File: src/design/stsmc_pkg.sv
`default_nettype none
package stsmc_pkg;

	localparam int CFG_DW  = 32;
	localparam int CFG_IW  = 3;
	localparam int GAIN_W  = 32;
	localparam int UCFG_W  = 31;

	typedef enum logic [CFG_IW-1:0] {
		REG_MODE    = 3'd0,
		REG_SLOPE   = 3'd1,
		REG_SOFTEN  = 3'd2,
		REG_PERIOD  = 3'd3,
		REG_INVPER  = 3'd4,
		REG_RGAIN   = 3'd5,
		REG_IGAIN   = 3'd6
	} cfg_reg_t;

	typedef enum logic [3:0] {
		OP_RATE       = 4'd0,
		OP_SLOPE_ERR  = 4'd1,
		OP_ACC        = 4'd2,
		OP_SLOPE_RATE = 4'd3,
		OP_SLOPE_SQ   = 4'd4,
		OP_L2_ERR     = 4'd5,
		OP_INTEG      = 4'd6,
		OP_ROOT       = 4'd7,
		OP_FORCE      = 4'd8,
		OP_SMOOTH     = 4'd9
	} mul_op_t;

	typedef struct packed {
		logic    accept;
		logic    err_en;
		logic    mul_go;
		logic    mul_hi;
		logic    mul_wb;
		mul_op_t mul_op;
		logic    sum_en;
		logic    div_load;
		logic    div_step;
		logic    div_sel;
		logic    sqrt_load;
		logic    sqrt_step;
		logic    drive_en;
	} cmd_t;

	typedef struct packed {
		logic mode;
	} sts_t;

endpackage
`default_nettype wire

File: src/design/stsmc_sdiv.sv
`default_nettype none
// Restoring divider for the smoothed sign |x| * 2^F / (|x| + eps), one bit a step.
module stsmc_sdiv #(
	parameter int DATA_WIDTH = 32,
	parameter int FRAC_BITS  = 16
) (
	input  wire logic                          clk,
	input  wire logic                          load,
	input  wire logic                          step,
	input  wire logic signed [DATA_WIDTH-1:0]  x,
	input  wire logic [stsmc_pkg::UCFG_W-1:0]  eps,
	output logic signed [FRAC_BITS:0]          res
);
	localparam int DW = ((DATA_WIDTH > stsmc_pkg::UCFG_W) ?
		DATA_WIDTH : stsmc_pkg::UCFG_W) + 1;

	logic [DW-1:0]        r_q, d_q;
	logic [FRAC_BITS-1:0] q_q;
	logic                 neg_q, zero_q;
	logic [DATA_WIDTH-1:0] xm;
	logic [DW-1:0]        dsum;
	logic [DW:0]          sh, diff;

	assign xm   = x[DATA_WIDTH-1] ? DATA_WIDTH'(-x) : DATA_WIDTH'(x);
	assign dsum = DW'(xm) + DW'(eps);
	assign sh   = {r_q, 1'b0};
	assign diff = sh - {1'b0, d_q};

	always_ff @(posedge clk) begin
		if (load) begin
			r_q    <= DW'(xm);
			d_q    <= dsum;
			q_q    <= '0;
			neg_q  <= x[DATA_WIDTH-1];
			zero_q <= (dsum == '0);
		end else if (step) begin
			if (sh >= {1'b0, d_q}) begin
				r_q <= diff[DW-1:0];
				q_q <= {q_q[FRAC_BITS-2:0], 1'b1};
			end else begin
				r_q <= sh[DW-1:0];
				q_q <= {q_q[FRAC_BITS-2:0], 1'b0};
			end
		end
	end

	always_comb begin
		if (zero_q)
			res = '0;
		else if (neg_q)
			res = -$signed({1'b0, q_q});
		else
			res = $signed({1'b0, q_q});
	end
endmodule
`default_nettype wire

File: src/design/stsmc_sqrt.sv
`default_nettype none
// Digit-by-digit square root of v * 2^F, one bit pair a step.
module stsmc_sqrt #(
	parameter int DATA_WIDTH = 32,
	parameter int FRAC_BITS  = 16
) (
	input  wire logic                                   clk,
	input  wire logic                                   load,
	input  wire logic                                   step,
	input  wire logic [DATA_WIDTH-1:0]                  v,
	output logic [(DATA_WIDTH+FRAC_BITS+1)/2-1:0]       root
);
	localparam int NP  = (DATA_WIDTH + FRAC_BITS + 1) / 2;
	localparam int RW  = 2 * NP;
	localparam int RMW = NP + 2;

	logic [RW-1:0]  rad_q;
	logic [RMW-1:0] rem_q;
	logic [NP-1:0]  root_q;
	logic [RMW+1:0] cat, trial, sub;

	assign cat   = {rem_q, rad_q[RW-1:RW-2]};
	assign trial = (RMW+2)'({root_q, 2'b01});
	assign sub   = cat - trial;
	assign root  = root_q;

	always_ff @(posedge clk) begin
		if (load) begin
			rad_q  <= RW'({v, {FRAC_BITS{1'b0}}});
			rem_q  <= '0;
			root_q <= '0;
		end else if (step) begin
			rad_q <= {rad_q[RW-3:0], 2'b00};
			if (cat >= trial) begin
				rem_q  <= sub[RMW-1:0];
				root_q <= {root_q[NP-2:0], 1'b1};
			end else begin
				rem_q  <= cat[RMW-1:0];
				root_q <= {root_q[NP-2:0], 1'b0};
			end
		end
	end
endmodule
`default_nettype wire

File: src/design/stsmc_dp.sv
`default_nettype none
module stsmc_dp #(
	parameter int DATA_WIDTH = 32,
	parameter int FRAC_BITS  = 16
) (
	input  wire logic                                 clk,
	input  wire logic                                 arst_n,
	input  wire stsmc_pkg::cmd_t                      cmd,
	output stsmc_pkg::sts_t                           sts,
	input  wire logic                                 cfg_we,
	input  wire logic [stsmc_pkg::CFG_IW-1:0]         cfg_index,
	input  wire logic [stsmc_pkg::CFG_DW-1:0]         cfg_data,
	input  wire logic signed [DATA_WIDTH-1:0]         target_value,
	input  wire logic signed [DATA_WIDTH-1:0]         measured_value,
	input  wire logic [stsmc_pkg::UCFG_W-1:0]         output_limit,
	output logic signed [DATA_WIDTH-1:0]              drive_value
);
	localparam int W   = DATA_WIDTH;
	localparam int F   = FRAC_BITS;
	localparam int IW  = W + 8;
	localparam int MW  = (IW > stsmc_pkg::GAIN_W + 1) ? IW : stsmc_pkg::GAIN_W + 1;
	localparam int HB  = (MW + 1) / 2;
	localparam int XW  = 2 * MW + 1;
	localparam int NP  = (W + F + 1) / 2;
	localparam logic signed [XW-1:0] MAXW  = {{(XW-W+1){1'b0}}, {(W-1){1'b1}}};
	localparam logic signed [XW-1:0] MINW  = ~MAXW;
	localparam logic signed [XW-1:0] MAXIW = {{(XW-IW+1){1'b0}}, {(IW-1){1'b1}}};
	localparam logic signed [XW-1:0] MINIW = ~MAXIW;

	function automatic logic signed [W-1:0] sat_w(input logic signed [XW-1:0] v);
		if (v > MAXW)      return MAXW[W-1:0];
		else if (v < MINW) return MINW[W-1:0];
		else               return v[W-1:0];
	endfunction

	function automatic logic signed [IW-1:0] sat_iw(input logic signed [XW-1:0] v);
		if (v > MAXIW)      return MAXIW[IW-1:0];
		else if (v < MINIW) return MINIW[IW-1:0];
		else                return v[IW-1:0];
	endfunction

	// configuration
	logic                                mode_q;
	logic signed [stsmc_pkg::GAIN_W-1:0] slope_q, igain_q;
	logic [stsmc_pkg::UCFG_W-1:0]        eps_q, period_q, invper_q, rgain_q;

	always_ff @(posedge clk or negedge arst_n) begin
		if (!arst_n) begin
			mode_q   <= 1'b0;
			slope_q  <= 32'sd65536;
			eps_q    <= 31'd655;
			period_q <= 31'd65;
			invper_q <= 31'd65536000;
			rgain_q  <= 31'd65536;
			igain_q  <= 32'sd72090;
		end else if (cfg_we) begin
			unique case (stsmc_pkg::cfg_reg_t'(cfg_index))
				stsmc_pkg::REG_MODE:   mode_q   <= cfg_data[0];
				stsmc_pkg::REG_SLOPE:  slope_q  <= $signed(cfg_data);
				stsmc_pkg::REG_SOFTEN: eps_q    <= cfg_data[stsmc_pkg::UCFG_W-1:0];
				stsmc_pkg::REG_PERIOD: period_q <= cfg_data[stsmc_pkg::UCFG_W-1:0];
				stsmc_pkg::REG_INVPER: invper_q <= cfg_data[stsmc_pkg::UCFG_W-1:0];
				stsmc_pkg::REG_RGAIN:  rgain_q  <= cfg_data[stsmc_pkg::UCFG_W-1:0];
				stsmc_pkg::REG_IGAIN:  igain_q  <= $signed(cfg_data);
				default: ;
			endcase
		end
	end

	assign sts.mode = mode_q;

	// controller state carried between items
	logic signed [W-1:0]  last_err_q, last_rate_q, last_surf_q;
	logic signed [IW-1:0] integ_q;

	// per-item working registers
	logic signed [W-1:0] tgt_q, meas_q;
	logic [stsmc_pkg::UCFG_W-1:0] lim_q;
	logic signed [W-1:0] err_q, diff_q, rate_q, acc_q, t2_q, l2_q, t3_q, surf_q;
	logic signed [W-1:0] force_q, smooth_q;
	logic signed [F:0]   gold_q, gs_q;

	// iterative units
	logic signed [F:0]  div_res;
	logic [NP-1:0]      sq_root;
	logic signed [W-1:0] div_x;
	logic [W-1:0]       surf_mag;

	assign div_x    = cmd.div_sel ? surf_q : last_surf_q;
	assign surf_mag = surf_q[W-1] ? W'(-surf_q) : W'(surf_q);

	stsmc_sdiv #(.DATA_WIDTH(W), .FRAC_BITS(F)) u_sdiv (
		.clk  (clk),
		.load (cmd.div_load),
		.step (cmd.div_step),
		.x    (div_x),
		.eps  (eps_q),
		.res  (div_res)
	);

	stsmc_sqrt #(.DATA_WIDTH(W), .FRAC_BITS(F)) u_sqrt (
		.clk  (clk),
		.load (cmd.sqrt_load),
		.step (cmd.sqrt_step),
		.v    (surf_mag),
		.root (sq_root)
	);

	// shared multiplier: magnitudes multiplied, operand b in two half-width
	// passes (low half, then high half added in), product registered
	logic signed [MW-1:0] op_a, op_b;
	logic signed [F+1:0]  gsum;
	logic [MW-1:0]        mag_a, mag_b;
	logic [2*HB-1:0]      mag_bx;
	logic [HB-1:0]        b_part;
	logic [MW+HB-1:0]     pp;
	logic [2*MW-1:0]      prod_q, prod_sh;
	logic                 neg_q;
	logic signed [XW-1:0] mres;
	logic signed [W-1:0]  mres_w;
	logic signed [IW-1:0] mres_iw;

	assign gsum = (F+2)'(gold_q) + (F+2)'(div_res);

	always_comb begin
		op_a = '0;
		op_b = '0;
		case (cmd.mul_op)
			stsmc_pkg::OP_RATE: begin
				op_a = MW'(diff_q);
				op_b = MW'($signed({1'b0, invper_q}));
			end
			stsmc_pkg::OP_SLOPE_ERR: begin
				op_a = MW'(slope_q);
				op_b = MW'(err_q);
			end
			stsmc_pkg::OP_ACC: begin
				op_a = MW'(sat_w(XW'(rate_q) - XW'(last_rate_q)));
				op_b = MW'($signed({1'b0, invper_q}));
			end
			stsmc_pkg::OP_SLOPE_RATE: begin
				op_a = MW'(slope_q);
				op_b = MW'(rate_q);
			end
			stsmc_pkg::OP_SLOPE_SQ: begin
				op_a = MW'(slope_q);
				op_b = MW'(slope_q);
			end
			stsmc_pkg::OP_L2_ERR: begin
				op_a = MW'(l2_q);
				op_b = MW'(err_q);
			end
			stsmc_pkg::OP_INTEG: begin
				op_a = MW'(gsum);
				op_b = MW'($signed({1'b0, period_q}));
			end
			stsmc_pkg::OP_ROOT: begin
				op_a = MW'($signed({1'b0, rgain_q}));
				op_b = MW'($signed({1'b0, sq_root}));
			end
			stsmc_pkg::OP_FORCE: begin
				op_a = MW'(force_q);
				op_b = MW'(gs_q);
			end
			stsmc_pkg::OP_SMOOTH: begin
				op_a = MW'(igain_q);
				op_b = MW'(integ_q);
			end
			default: ;
		endcase
	end

	assign mag_a  = op_a[MW-1] ? MW'(-op_a) : MW'(op_a);
	assign mag_b  = op_b[MW-1] ? MW'(-op_b) : MW'(op_b);
	assign mag_bx = (2*HB)'(mag_b);
	assign b_part = cmd.mul_hi ? mag_bx[2*HB-1:HB] : mag_bx[HB-1:0];
	assign pp     = mag_a * b_part;

	always_ff @(posedge clk) begin
		if (cmd.mul_go) begin
			prod_q <= (2*MW)'(pp);
			neg_q  <= op_a[MW-1] ^ op_b[MW-1];
		end else if (cmd.mul_hi) begin
			prod_q <= prod_q + ((2*MW)'(pp) << HB);
		end
	end

	// the integral step carries the halving of the trapezoid in its shift
	assign prod_sh = (cmd.mul_op == stsmc_pkg::OP_INTEG) ? (prod_q >> (F + 1)) : (prod_q >> F);
	assign mres    = neg_q ? -$signed({1'b0, prod_sh}) : $signed({1'b0, prod_sh});
	assign mres_w  = sat_w(mres);
	assign mres_iw = sat_iw(mres);

	// drive clamp
	logic signed [XW-1:0] dsum, limx, dclamp;
	always_comb begin
		dsum = XW'(sat_w(XW'(force_q) + XW'(smooth_q)));
		limx = XW'($signed({1'b0, lim_q}));
		if (dsum >= limx)       dclamp = limx;
		else if (dsum <= -limx) dclamp = -limx;
		else                    dclamp = dsum;
	end

	always_ff @(posedge clk) begin
		if (cmd.accept) begin
			tgt_q  <= target_value;
			meas_q <= measured_value;
			lim_q  <= output_limit;
		end
		if (cmd.err_en) begin
			err_q  <= sat_w(XW'(tgt_q) - XW'(meas_q));
			diff_q <= sat_w(XW'(sat_w(XW'(tgt_q) - XW'(meas_q))) - XW'(last_err_q));
		end
		if (cmd.mul_wb) begin
			case (cmd.mul_op)
				stsmc_pkg::OP_RATE:       rate_q   <= mres_w;
				stsmc_pkg::OP_SLOPE_ERR:  t2_q     <= mres_w;
				stsmc_pkg::OP_ACC:        acc_q    <= mres_w;
				stsmc_pkg::OP_SLOPE_RATE: t2_q     <= sat_w(XW'(mres_w) <<< 1);
				stsmc_pkg::OP_SLOPE_SQ:   l2_q     <= mres_w;
				stsmc_pkg::OP_L2_ERR:     t3_q     <= mres_w;
				stsmc_pkg::OP_ROOT:       force_q  <= mres_w;
				stsmc_pkg::OP_FORCE:      force_q  <= mres_w;
				stsmc_pkg::OP_SMOOTH:     smooth_q <= mres_w;
				default: ;
			endcase
		end
		if (cmd.sum_en) begin
			if (mode_q)
				surf_q <= sat_w(XW'(sat_w(XW'(acc_q) + XW'(t2_q))) + XW'(t3_q));
			else
				surf_q <= sat_w(XW'(rate_q) + XW'(t2_q));
		end
		// old-surface sign is ready once the second pass loads
		if (cmd.div_load && cmd.div_sel)
			gold_q <= div_res;
		if (cmd.mul_go && (cmd.mul_op == stsmc_pkg::OP_INTEG))
			gs_q <= div_res;
		if (cmd.drive_en)
			drive_value <= sat_w(dclamp);
	end

	always_ff @(posedge clk or negedge arst_n) begin
		if (!arst_n) begin
			last_err_q  <= '0;
			last_rate_q <= '0;
			last_surf_q <= '0;
			integ_q     <= '0;
		end else begin
			if (cmd.mul_wb && (cmd.mul_op == stsmc_pkg::OP_INTEG))
				integ_q <= sat_iw(XW'(integ_q) + XW'(mres_iw));
			if (cmd.drive_en) begin
				last_err_q  <= err_q;
				last_rate_q <= rate_q;
				last_surf_q <= surf_q;
			end
		end
	end
endmodule
`default_nettype wire

File: src/design/stsmc_ctrl.sv
`default_nettype none
module stsmc_ctrl #(
	parameter int FRAC_BITS = 16,
	parameter int SQ_STEPS  = 24
) (
	input  wire logic            clk,
	input  wire logic            arst_n,
	input  wire logic            in_valid,
	output logic                 in_ready,
	output logic                 out_valid,
	input  wire logic            out_ready,
	input  wire stsmc_pkg::sts_t sts,
	output stsmc_pkg::cmd_t      cmd
);
	localparam int MAXC = (FRAC_BITS > SQ_STEPS) ? FRAC_BITS : SQ_STEPS;
	localparam int CW   = $clog2(MAXC);

	typedef enum logic [10:0] {
		S_IDLE = 11'b00000000001,
		S_ERR  = 11'b00000000010,
		S_MUL  = 11'b00000000100,
		S_MHI  = 11'b00000001000,
		S_MWB  = 11'b00000010000,
		S_SUM  = 11'b00000100000,
		S_DLD  = 11'b00001000000,
		S_DRUN = 11'b00010000000,
		S_SLD  = 11'b00100000000,
		S_SRUN = 11'b01000000000,
		S_DRV  = 11'b10000000000
	} state_t;

	state_t             state_q, state_n;
	stsmc_pkg::mul_op_t op_q, op_n;
	logic [CW-1:0]      cnt_q, cnt_n;
	logic               sel_q, sel_n;
	logic               ov_q, ov_n;

	assign in_ready  = (state_q == S_IDLE);
	assign out_valid = ov_q;

	always_comb begin
		state_n = state_q;
		op_n    = op_q;
		cnt_n   = cnt_q;
		sel_n   = sel_q;
		ov_n    = ov_q && !out_ready;
		cmd     = '0;
		cmd.mul_op  = op_q;
		cmd.div_sel = sel_q;
		unique case (state_q)
			S_IDLE: begin
				cmd.accept = in_valid;
				if (in_valid) state_n = S_ERR;
			end
			S_ERR: begin
				cmd.err_en = 1'b1;
				op_n       = stsmc_pkg::OP_RATE;
				state_n    = S_MUL;
			end
			S_MUL: begin
				cmd.mul_go = 1'b1;
				state_n    = S_MHI;
			end
			S_MHI: begin
				cmd.mul_hi = 1'b1;
				state_n    = S_MWB;
			end
			S_MWB: begin
				cmd.mul_wb = 1'b1;
				state_n    = S_MUL;
				unique case (op_q)
					stsmc_pkg::OP_RATE:
						op_n = sts.mode ? stsmc_pkg::OP_ACC : stsmc_pkg::OP_SLOPE_ERR;
					stsmc_pkg::OP_ACC:        op_n = stsmc_pkg::OP_SLOPE_RATE;
					stsmc_pkg::OP_SLOPE_RATE: op_n = stsmc_pkg::OP_SLOPE_SQ;
					stsmc_pkg::OP_SLOPE_SQ:   op_n = stsmc_pkg::OP_L2_ERR;
					stsmc_pkg::OP_SLOPE_ERR,
					stsmc_pkg::OP_L2_ERR:     state_n = S_SUM;
					stsmc_pkg::OP_INTEG:      state_n = S_SLD;
					stsmc_pkg::OP_ROOT:       op_n = stsmc_pkg::OP_FORCE;
					stsmc_pkg::OP_FORCE:      op_n = stsmc_pkg::OP_SMOOTH;
					stsmc_pkg::OP_SMOOTH:     state_n = S_DRV;
					default:                  state_n = S_IDLE;
				endcase
			end
			S_SUM: begin
				cmd.sum_en = 1'b1;
				sel_n      = 1'b0;
				state_n    = S_DLD;
			end
			S_DLD: begin
				cmd.div_load = 1'b1;
				cnt_n        = '0;
				state_n      = S_DRUN;
			end
			S_DRUN: begin
				cmd.div_step = 1'b1;
				cnt_n        = cnt_q + 1'b1;
				if (cnt_q == CW'(FRAC_BITS - 1)) begin
					if (!sel_q) begin
						sel_n   = 1'b1;
						state_n = S_DLD;
					end else begin
						op_n    = stsmc_pkg::OP_INTEG;
						state_n = S_MUL;
					end
				end
			end
			S_SLD: begin
				cmd.sqrt_load = 1'b1;
				cnt_n         = '0;
				state_n       = S_SRUN;
			end
			S_SRUN: begin
				cmd.sqrt_step = 1'b1;
				cnt_n         = cnt_q + 1'b1;
				if (cnt_q == CW'(SQ_STEPS - 1)) begin
					op_n    = stsmc_pkg::OP_ROOT;
					state_n = S_MUL;
				end
			end
			S_DRV: begin
				if (!ov_q || out_ready) begin
					cmd.drive_en = 1'b1;
					ov_n         = 1'b1;
					state_n      = S_IDLE;
				end
			end
			default: state_n = S_IDLE;
		endcase
	end

	always_ff @(posedge clk or negedge arst_n) begin
		if (!arst_n) begin
			state_q <= S_IDLE;
			op_q    <= stsmc_pkg::OP_RATE;
			cnt_q   <= '0;
			sel_q   <= 1'b0;
			ov_q    <= 1'b0;
		end else begin
			state_q <= state_n;
			op_q    <= op_n;
			cnt_q   <= cnt_n;
			sel_q   <= sel_n;
			ov_q    <= ov_n;
		end
	end
endmodule
`default_nettype wire

File: src/design/super_twisting_smc_step_core.sv
// Super-twisting sliding-mode controller, one control step per transfer.
// Input channel (in_valid/in_ready): target_value, measured_value (signed
// Q16.16) and output_limit (unsigned Q15.16) at default widths. One transfer in
// gives exactly one drive_value transfer out (out_valid/out_ready).
// Configuration: cfg_we/cfg_index/cfg_data write one register per clock,
// no wait; write only while the block is idle.
// Work is set by one shared multiplier (each product two half-width passes
// and a write-back), a bit-serial divider run twice for the smoothed sign
// and a bit-pair square-root unit; position mode takes three more products
// than speed mode. One item is worked at a time; in_ready is high only
// while the controller is idle, so a new transfer is taken only once the
// drive of the last item has been registered.
// The result sits in an output register, so a new transfer is taken while
// the last drive waits; a stalled receiver holds the block only at the very
// end of the next item, until that register frees.
// Reset (arst_n low) clears the controller history (last error, rate,
// surface and the sign integral), restores the register defaults and drops
// out_valid.
`default_nettype none
module super_twisting_smc_step_core #(
	parameter int DATA_WIDTH = 32,
	parameter int FRAC_BITS  = 16
) (
	input  wire logic                              clk,
	input  wire logic                              arst_n,
	input  wire logic                              in_valid,
	output logic                                   in_ready,
	input  wire logic signed [DATA_WIDTH-1:0]      target_value,
	input  wire logic signed [DATA_WIDTH-1:0]      measured_value,
	input  wire logic [stsmc_pkg::UCFG_W-1:0]      output_limit,
	output logic                                   out_valid,
	input  wire logic                              out_ready,
	output logic signed [DATA_WIDTH-1:0]           drive_value,
	input  wire logic                              cfg_we,
	input  wire logic [stsmc_pkg::CFG_IW-1:0]      cfg_index,
	input  wire logic [stsmc_pkg::CFG_DW-1:0]      cfg_data
);
	// square-root unit runs one bit pair per cycle over the shifted radicand
	localparam int SQ_STEPS = (DATA_WIDTH + FRAC_BITS + 1) / 2;

	stsmc_pkg::cmd_t cmd;
	stsmc_pkg::sts_t sts;

	// sequencer: owns handshakes, step order and iteration counts
	stsmc_ctrl #(
		.FRAC_BITS (FRAC_BITS),
		.SQ_STEPS  (SQ_STEPS)
	) u_ctrl (
		.clk       (clk),
		.arst_n    (arst_n),
		.in_valid  (in_valid),
		.in_ready  (in_ready),
		.out_valid (out_valid),
		.out_ready (out_ready),
		.sts       (sts),
		.cmd       (cmd)
	);

	// datapath: registers, shared multiplier, divider and root units
	stsmc_dp #(
		.DATA_WIDTH (DATA_WIDTH),
		.FRAC_BITS  (FRAC_BITS)
	) u_dp (
		.clk            (clk),
		.arst_n         (arst_n),
		.cmd            (cmd),
		.sts            (sts),
		.cfg_we         (cfg_we),
		.cfg_index      (cfg_index),
		.cfg_data       (cfg_data),
		.target_value   (target_value),
		.measured_value (measured_value),
		.output_limit   (output_limit),
		.drive_value    (drive_value)
	);
endmodule
`default_nettype wire

File: config.mk
export PLATFORM = sky130hd
export DESIGN_NAME = super_twisting_smc_step_core
export DESIGN_NICKNAME = d
export VERILOG_FILES = /design/src/design/stsmc_pkg.sv /design/src/design/stsmc_sdiv.sv /design/src/design/stsmc_sqrt.sv /design/src/design/stsmc_dp.sv /design/src/design/stsmc_ctrl.sv /design/src/design/super_twisting_smc_step_core.sv
export SDC_FILE = /design/constraint.sdc
export NUM_CORES = 2
export LEC_CHECK = 0
export ABC_CLOCK_PERIOD_IN_PS = 16030
export CORE_MARGIN = 3
export CORE_UTILIZATION = 25
export CTS_CLUSTER_DIAMETER = 200
export DETAILED_ROUTE_END_ITERATION = 6
export DONT_BUFFER_PORTS = 1
export GPL_ROUTABILITY_DRIVEN = 0
export SYNTH_ARGS = -nofsm -noshare
export SYNTH_HDL_FRONTEND = slang
export SYNTH_SLANG_ARGS = --single-unit
File: constraint.sdc
create_clock -name clk -period 16.03 [get_ports clk]
set_clock_uncertainty 0.15 [all_clocks]
set_input_delay 2.4045 -clock clk [delete_from_list [all_inputs] [get_ports clk]]
set_output_delay 2.4045 -clock clk [all_outputs]
set_load 0.03 [all_outputs]
Word level (Yosys, flattened, before mapping)
Cells that the tools add are included.
W data, S select, Z words.
Word-level totals
  flip-flop bits (word level): 1075
  input port bits: 135
  word-level logic and storage cells: 251
Cells by class
  add/sub/neg operators: 21
  multipliers: 1
  magnitude comparators: 28
  eq/ne operators: 34
  muxes and demuxes: 81
  bitwise gates (word level): 1
  reduce and logical (&&, ||, !) cells: 41
Operators with widths (count)
  $mux W32: 27
  $gt A81 B32 Y1 const B: 9
  $lt A81 B32 Y1 const B: 9
  $pmux W40 S8: 2
  $mux W81: 3
  $mux W40: 6
  $gt A81 B40 Y1 const B: 2
  $lt A81 B40 Y1 const B: 2
  $add A32 B32 Y33: 4
  $pmux W11 S11: 1
  $mux W60: 2
  $sub A32 B32 Y33: 3
  $mux W48: 2
  $le A32 B81 Y1: 1
  $neg A31 Y81: 1
  $neg A80 Y81: 1
  $add A80 B80 Y80: 1
  $neg A40 Y40: 2
  $mux W64: 1
  $neg A32 Y32: 2
  $pmux W32 S2: 1
  $mul A40 B20 Y60: 1
  $mux W11: 4
  $pmux W11 S4: 1
  other kinds (62): 119

Logic depth before layout (Yosys ltp)
  depth after elaboration: 11
  mapped depth: 67

Cells and area by module
From an unflattened synthesis, not the netlist that was laid out.
Second synthesis, totals
  cells, all modules: 10923
  area total of the unflattened synthesis: 101088.2 µm²
By module, submodules not included
  stsmc_dp: instances 1, cells an instance 9313, area each 86893.3 µm², seq. area each 24358.4 µm²
  stsmc_sdiv: instances 1, cells an instance 923, area each 7861.3 µm², seq. area each 2352.3 µm²
  stsmc_sqrt: instances 1, cells an instance 519, area each 4855.9 µm², seq. area each 1961.9 µm²
  stsmc_ctrl: instances 1, cells an instance 168, area each 1477.7 µm², seq. area each 551.8 µm²

Worst setup path before layout
Ideal clock, no wire load.
  path type: reg2reg
  start: register u_dp.rate_q[16]
  end: register u_dp.prod_q[78]
  setup time: 131 ps
  data arrival time: 13978 ps
  path slack: 1771 ps
  cell stages (with the launch flop): 64
  buffers on the path: 5
  period minus slack after synthesis: 14259 ps
  cell sequence: edfxtp_1 ha_1 clkbuf_1 o21a_1 o21ai_1 a21oi_1 or3_1 a22o_1 o31ai_2 nor2_1 buf_2 nand2_1 o21ai_0 nor3_1 clkbuf_1 ha_1 nand2_1 nor4_1 [... 28 more ...] a21o_1 a31oi_1 xnor2_1 ha_1 a21o_1 a21o_1 a21oi_1 o21bai_1 a21oi_1 o21a_1 o21ai_0 a2111oi_0 a211oi_1 a311oi_1 o21ai_0 a31oi_1 xor2_1 o21ai_0
Between the ends
  word-level cells in the longest chain between the ends: 9
  elaborated cells on any way between the ends: 14
Ends and longest elaborated chain
  start: declaration: RTL line stsmc_dp.sv:79  | logic signed [W-1:0] err_q, diff_q, rate_q, acc_q, t2_q, l2_q, t3_q, surf_q;
  start signal: assignment: RTL line stsmc_dp.sv:216  | stsmc_pkg::OP_RATE: rate_q <= mres_w;
  $sub A32 B32 Y33: RTL line stsmc_dp.sv:138  | op_a = MW'(sat_w(XW'(rate_q) - XW'(last_rate_q)));
  $lt A81 B32 Y1: RTL line stsmc_dp.sv:32  | else if (v < MINW) return MINW[W-1:0];
  $mux W32: RTL line stsmc_dp.sv:32
  $mux W32: RTL line stsmc_dp.sv:31  | if (v > MAXW) return MAXW[W-1:0];
  $pmux W40 S8: RTL line stsmc_dp.sv:128  | case (cmd.mul_op)
  $neg A40 Y40: RTL line stsmc_dp.sv:173  | assign mag_a = op_a[MW-1] ? MW'(-op_a) : MW'(op_a);
  $mux W40: RTL line stsmc_dp.sv:173
  $mul A40 B20 Y60 *: RTL line stsmc_dp.sv:177  | assign pp = mag_a * b_part;
  $add A80 B80 Y80 *: RTL line stsmc_dp.sv:184  | prod_q <= prod_q + ((2*MW)'(pp) << HB);
  end signal: assignment: RTL line stsmc_dp.sv:181  | prod_q <= (2*MW)'(pp);
  end signal: assignment: RTL line stsmc_dp.sv:184
  end: declaration: RTL line stsmc_dp.sv:117  | logic [2*MW-1:0] prod_q, prod_sh;
Every way passes the cells marked *; elsewhere a longest branch is shown, timed or not.
A chain may end at the register's enable or synchronous reset.

Worst setup path after layout
  start: register u_ctrl.op_q[1]
  end: register u_dp.prod_q[78]
Between the ends
  word-level cells in the longest chain between the ends: 8
  elaborated cells on any way between the ends: 22
Ends and longest elaborated chain
  start: declaration: RTL line stsmc_ctrl.sv:33  | stsmc_pkg::mul_op_t op_q, op_n;
  start signal: assignment: RTL line stsmc_ctrl.sv:136  | op_q <= stsmc_pkg::OP_RATE;
  start signal: assignment: RTL line stsmc_ctrl.sv:142  | op_q <= op_n;
  $eq A4 B1 Y1, or another cell as far along: RTL line stsmc_dp.sv:128
  $reduce_or A2 Y1 (no line)
  $pmux W40 S8: RTL line stsmc_dp.sv:128
  $neg A40 Y40: RTL line stsmc_dp.sv:174  | assign mag_b = op_b[MW-1] ? MW'(-op_b) : MW'(op_b);
  $mux W40: RTL line stsmc_dp.sv:174
  $mux W20: RTL line stsmc_dp.sv:176  | assign b_part = cmd.mul_hi ? mag_bx[2*HB-1:HB] : mag_bx[HB-1:0];
  $mul A40 B20 Y60 *: RTL line stsmc_dp.sv:177
  $add A80 B80 Y80 *: RTL line stsmc_dp.sv:184
Marked as above.

==> flow_metrics.env <==
export IMPL_drv_slew=0
export IMPL_yosysSeqAreaShare_pct=29.4
export IMPL_path_common_cell="fa_1"
export IMPL_grtUsageTotal_pct=16.8
export IMPL_grt_pass1_wl_um=522000
export IMPL_grtUsageMet3_pct=4.22
export IMPL_place_inst=16045
export IMPL_max_freq_mhz=64.8
export IMPL_synthesis_area_um2=99300
export IMPL_globalRouteOverflowTotal=0
export IMPL_clock_path_buffers=3
export IMPL_cp_top_family="adder cells"
export IMPL_die_area_um2=405000
export IMPL_grt_busiest_layer="met2"
export IMPL_crit_fanout=21
export IMPL_vias=83505
export IMPL_crit_required_ns=16.57
export IMPL_fin_nets=12479
export IMPL_core_um2=394000
export IMPL_numCtsBuffers=118
export IMPL_critical_path_max_stage_delay_ns=0.66
export IMPL_io_pins=169
export IMPL_area_growth_pct=12.5
export IMPL_syn_inst=10846
export IMPL_synth_async_reset_ratio_pct=32.8
export IMPL_drt_initial_drc_count=9518
export IMPL_setup_viol=0
export IMPL_crit_slowest_cell="a21oi_1"
export IMPL_dieWidth_um=636
export IMPL_cts_root_buffer="clkbuf_16"
export IMPL_synth_edff_count=625
export IMPL_die_y_um=636
export IMPL_fin_area_um2=112000
export IMPL_finalHoldViolCount=0
export IMPL_detailed_place_area_um2=107000
export IMPL_drc=15
export IMPL_worstMarginPinSlew_ns=1.44
export IMPL_outcome="complete, but fails checks"
export IMPL_hold_class="reg -> reg"
export IMPL_grt_pass1_vias=80375
export IMPL_cts_tree="done"
export IMPL_synthFlopType="edfxtp_1"
export IMPL_dp_hpwl_um=278000
export IMPL_vias_per_cell=5.12
export IMPL_cp_end_kind="flop"
export IMPL_fin_crit_sh_pct=96.2
export IMPL_antenna_found_initial=56
export IMPL_arrival_ns=15.96
export IMPL_yosysWarnings=0
export IMPL_cts_sinks=1059
export IMPL_synth_cell_types=115
export IMPL_drv_cap=0
export IMPL_failed_checks="design-rule violations"
export IMPL_crit_buf_inv=8
export IMPL_routed_wirelength_um=352000
export IMPL_grt_util_met1_pct=22.4
export IMPL_start_util_pct=25.2
export IMPL_maxSlewHeadroom_pct=3.85
export IMPL_num_rows=230
export IMPL_worstSetupPathType="reg -> reg"
export IMPL_port_buffers=0
export IMPL_ys_ff_latch=1059
export IMPL_clkSlewWorstSetupHoldPaths_ns=0.07
export IMPL_htreeDepth=3
export IMPL_layoutNonFillerInstCount=16323
export IMPL_min_period_ns=15.42
export IMPL_avgSynthCellArea_um2=9.15
export IMPL_cp_start_kind="flop"
export IMPL_drive_gt1_share_pct=8.75
export IMPL_grt_max_degree=348
export IMPL_ctsHoldBuffers=0
export IMPL_clk_latency_ns=0.83
export IMPL_dr_pass1_iters=7
export IMPL_grtUsageMet2_pct=25.4
export IMPL_wl_per_cell_um=21.6
export IMPL_route_antenna_remaining_nets=0
[worst min-delay path, stage by stage (launching register included)]
cell and delay, ns:
dfxtp_1 0.33, nand2_1 0.05, o21ai_0 0.05
[state kept, by name, indices dropped and copies added (netlist names), 33 cells and up]
| name | cells |
|---|---|
| u_dp.integ_q | 40 |
| u_dp.u_sdiv.r_q | 33 |
| u_dp.u_sdiv.d_q | 33 |
| u_dp.prod_q | 64 |
[placed cells by master (no fill, tap or decap), types with 70 or more instances in the layout]
cell and instances:
clkbuf_16 119, inv_1 1164, conb_1 160, o21bai_1 70
nand3_1 187, a211oi_1 74, edfxtp_1 625, ha_1 705
nand2_1 1070, a21oi_1 735, and2_1 103, mux2_2 229
nor2b_1 186, xor2_1 235, xnor2_1 353, o21a_1 101
dfrtp_1 317, a31oi_1 75, o21ai_0 707, and3_1 71
nand2b_1 191, nor3_1 183, fa_1 692, dfxtp_1 87
a21o_1 219, mux2i_1 73, nor2_1 691, buf_4 296
[cell families after synthesis]
logic type	after synthesis	synth area share, %
multiplexers	303	3.34
adder cells (fa/ha/maj)	1440	23.3
AND/OR/NAND/NOR	3124	15.3
XOR/XNOR	604	5.33
flip-flops	1059	29.4
AO/OA/AOI/OAI	2669	17.0
buffers and inverters	1645	6.32
other	2	0.00757
[path summary, 6_finish.rpt]
path | slack (ns) | start | to | cells past startpoint
worst max-delay path | 0.61 | u_ctrl.op_q[1] | u_dp.prod_q[78] | 52
worst min-delay path | 0.31 | u_dp.u_sqrt.rem_q[24] | u_dp.u_sqrt.rem_q[24] | 2
worst max register to register | 0.61 | u_ctrl.op_q[1] | u_dp.prod_q[78] | 52
worst min register to register | 0.31 | u_dp.u_sqrt.rem_q[24] | u_dp.u_sqrt.rem_q[24] | 2
max in group asynchronous | 13.49 | arst_n | u_dp.last_err_q[4] | 0
min in group asynchronous | 1.16 | arst_n | u_dp.eps_q[30] | 0
[timing repair]
action	CTS	global route
buffers inserted	0	2
setup endpoints to repair	0	13
resized for setup	0	25
[layout make-up]
type	instances	area [um2]
sequential	1059	29200
tap	5220	6530
timing repair buffer	303	2360
clock inverter	83	1060
fill	41441	282000
inverter	1165	4370
clock buffer	143	3110
multi-input combinational	8300	64900
antenna	50	125
[cell usage after synthesis (all sizes together), types with 65 or more instances]
library cell | instances | share of area [%]
a211oi | 77 | 0.59
a21o | 219 | 1.7
a21oi | 753 | 3.8
a22oi | 70 | 0.53
a31oi | 78 | 0.50
and2 | 105 | 0.66
and3 | 71 | 0.45
buf | 83 | 0.41
clkbuf | 397 | 1.5
dfrtp | 322 | 8.1
dfxtp | 87 | 1.8
edfxtp | 625 | 19
fa | 692 | 14
ha | 705 | 8.9
inv | 1165 | 4.4
mux2 | 229 | 2.6
mux2i | 74 | 0.75
nand2 | 1074 | 4.1
nand2b | 191 | 1.2
nand3 | 189 | 0.96
nand4 | 65 | 0.42
nor2 | 699 | 2.7
nor2b | 186 | 1.2
nor3 | 191 | 0.97
o21a | 102 | 0.77
o21ai | 738 | 3.7
o21bai | 70 | 0.53
xnor2 | 364 | 3.2
xor2 | 240 | 2.1
[per-stage QoR]
stage / hold slack (ns) / setup WS (ns) / setup TNS [ns] / util, %
6_report: 0.310 / 0.608 / 0 / 28.4
3_5_place_dp: 0.297 / 0.291 / 0 / 27.2
5_1_grt: 0.342 / -0.00342 / -0.00342 / 28.3
4_1_cts: 0.312 / 0.159 / 0 / 28.3
3_3_place_gp: 0.293 / 0.304 / 0 / 27.2
2_1_floorplan: 0.272 / 1.77 / 0 / -
[metal layers]
| metal | routed length, um | share of wire, % |
|---|---|---|
| met1 | 146000 | 41 |
| met2 | 150000 | 43 |
| met3 | 36100 | 10 |
| met4 | 19900 | 5.7 |
| met5 | 149 | 0.042 |
Power is not shown: default switching activity piles up to over one toggle a cycle in this logic, so the estimate is an artifact.
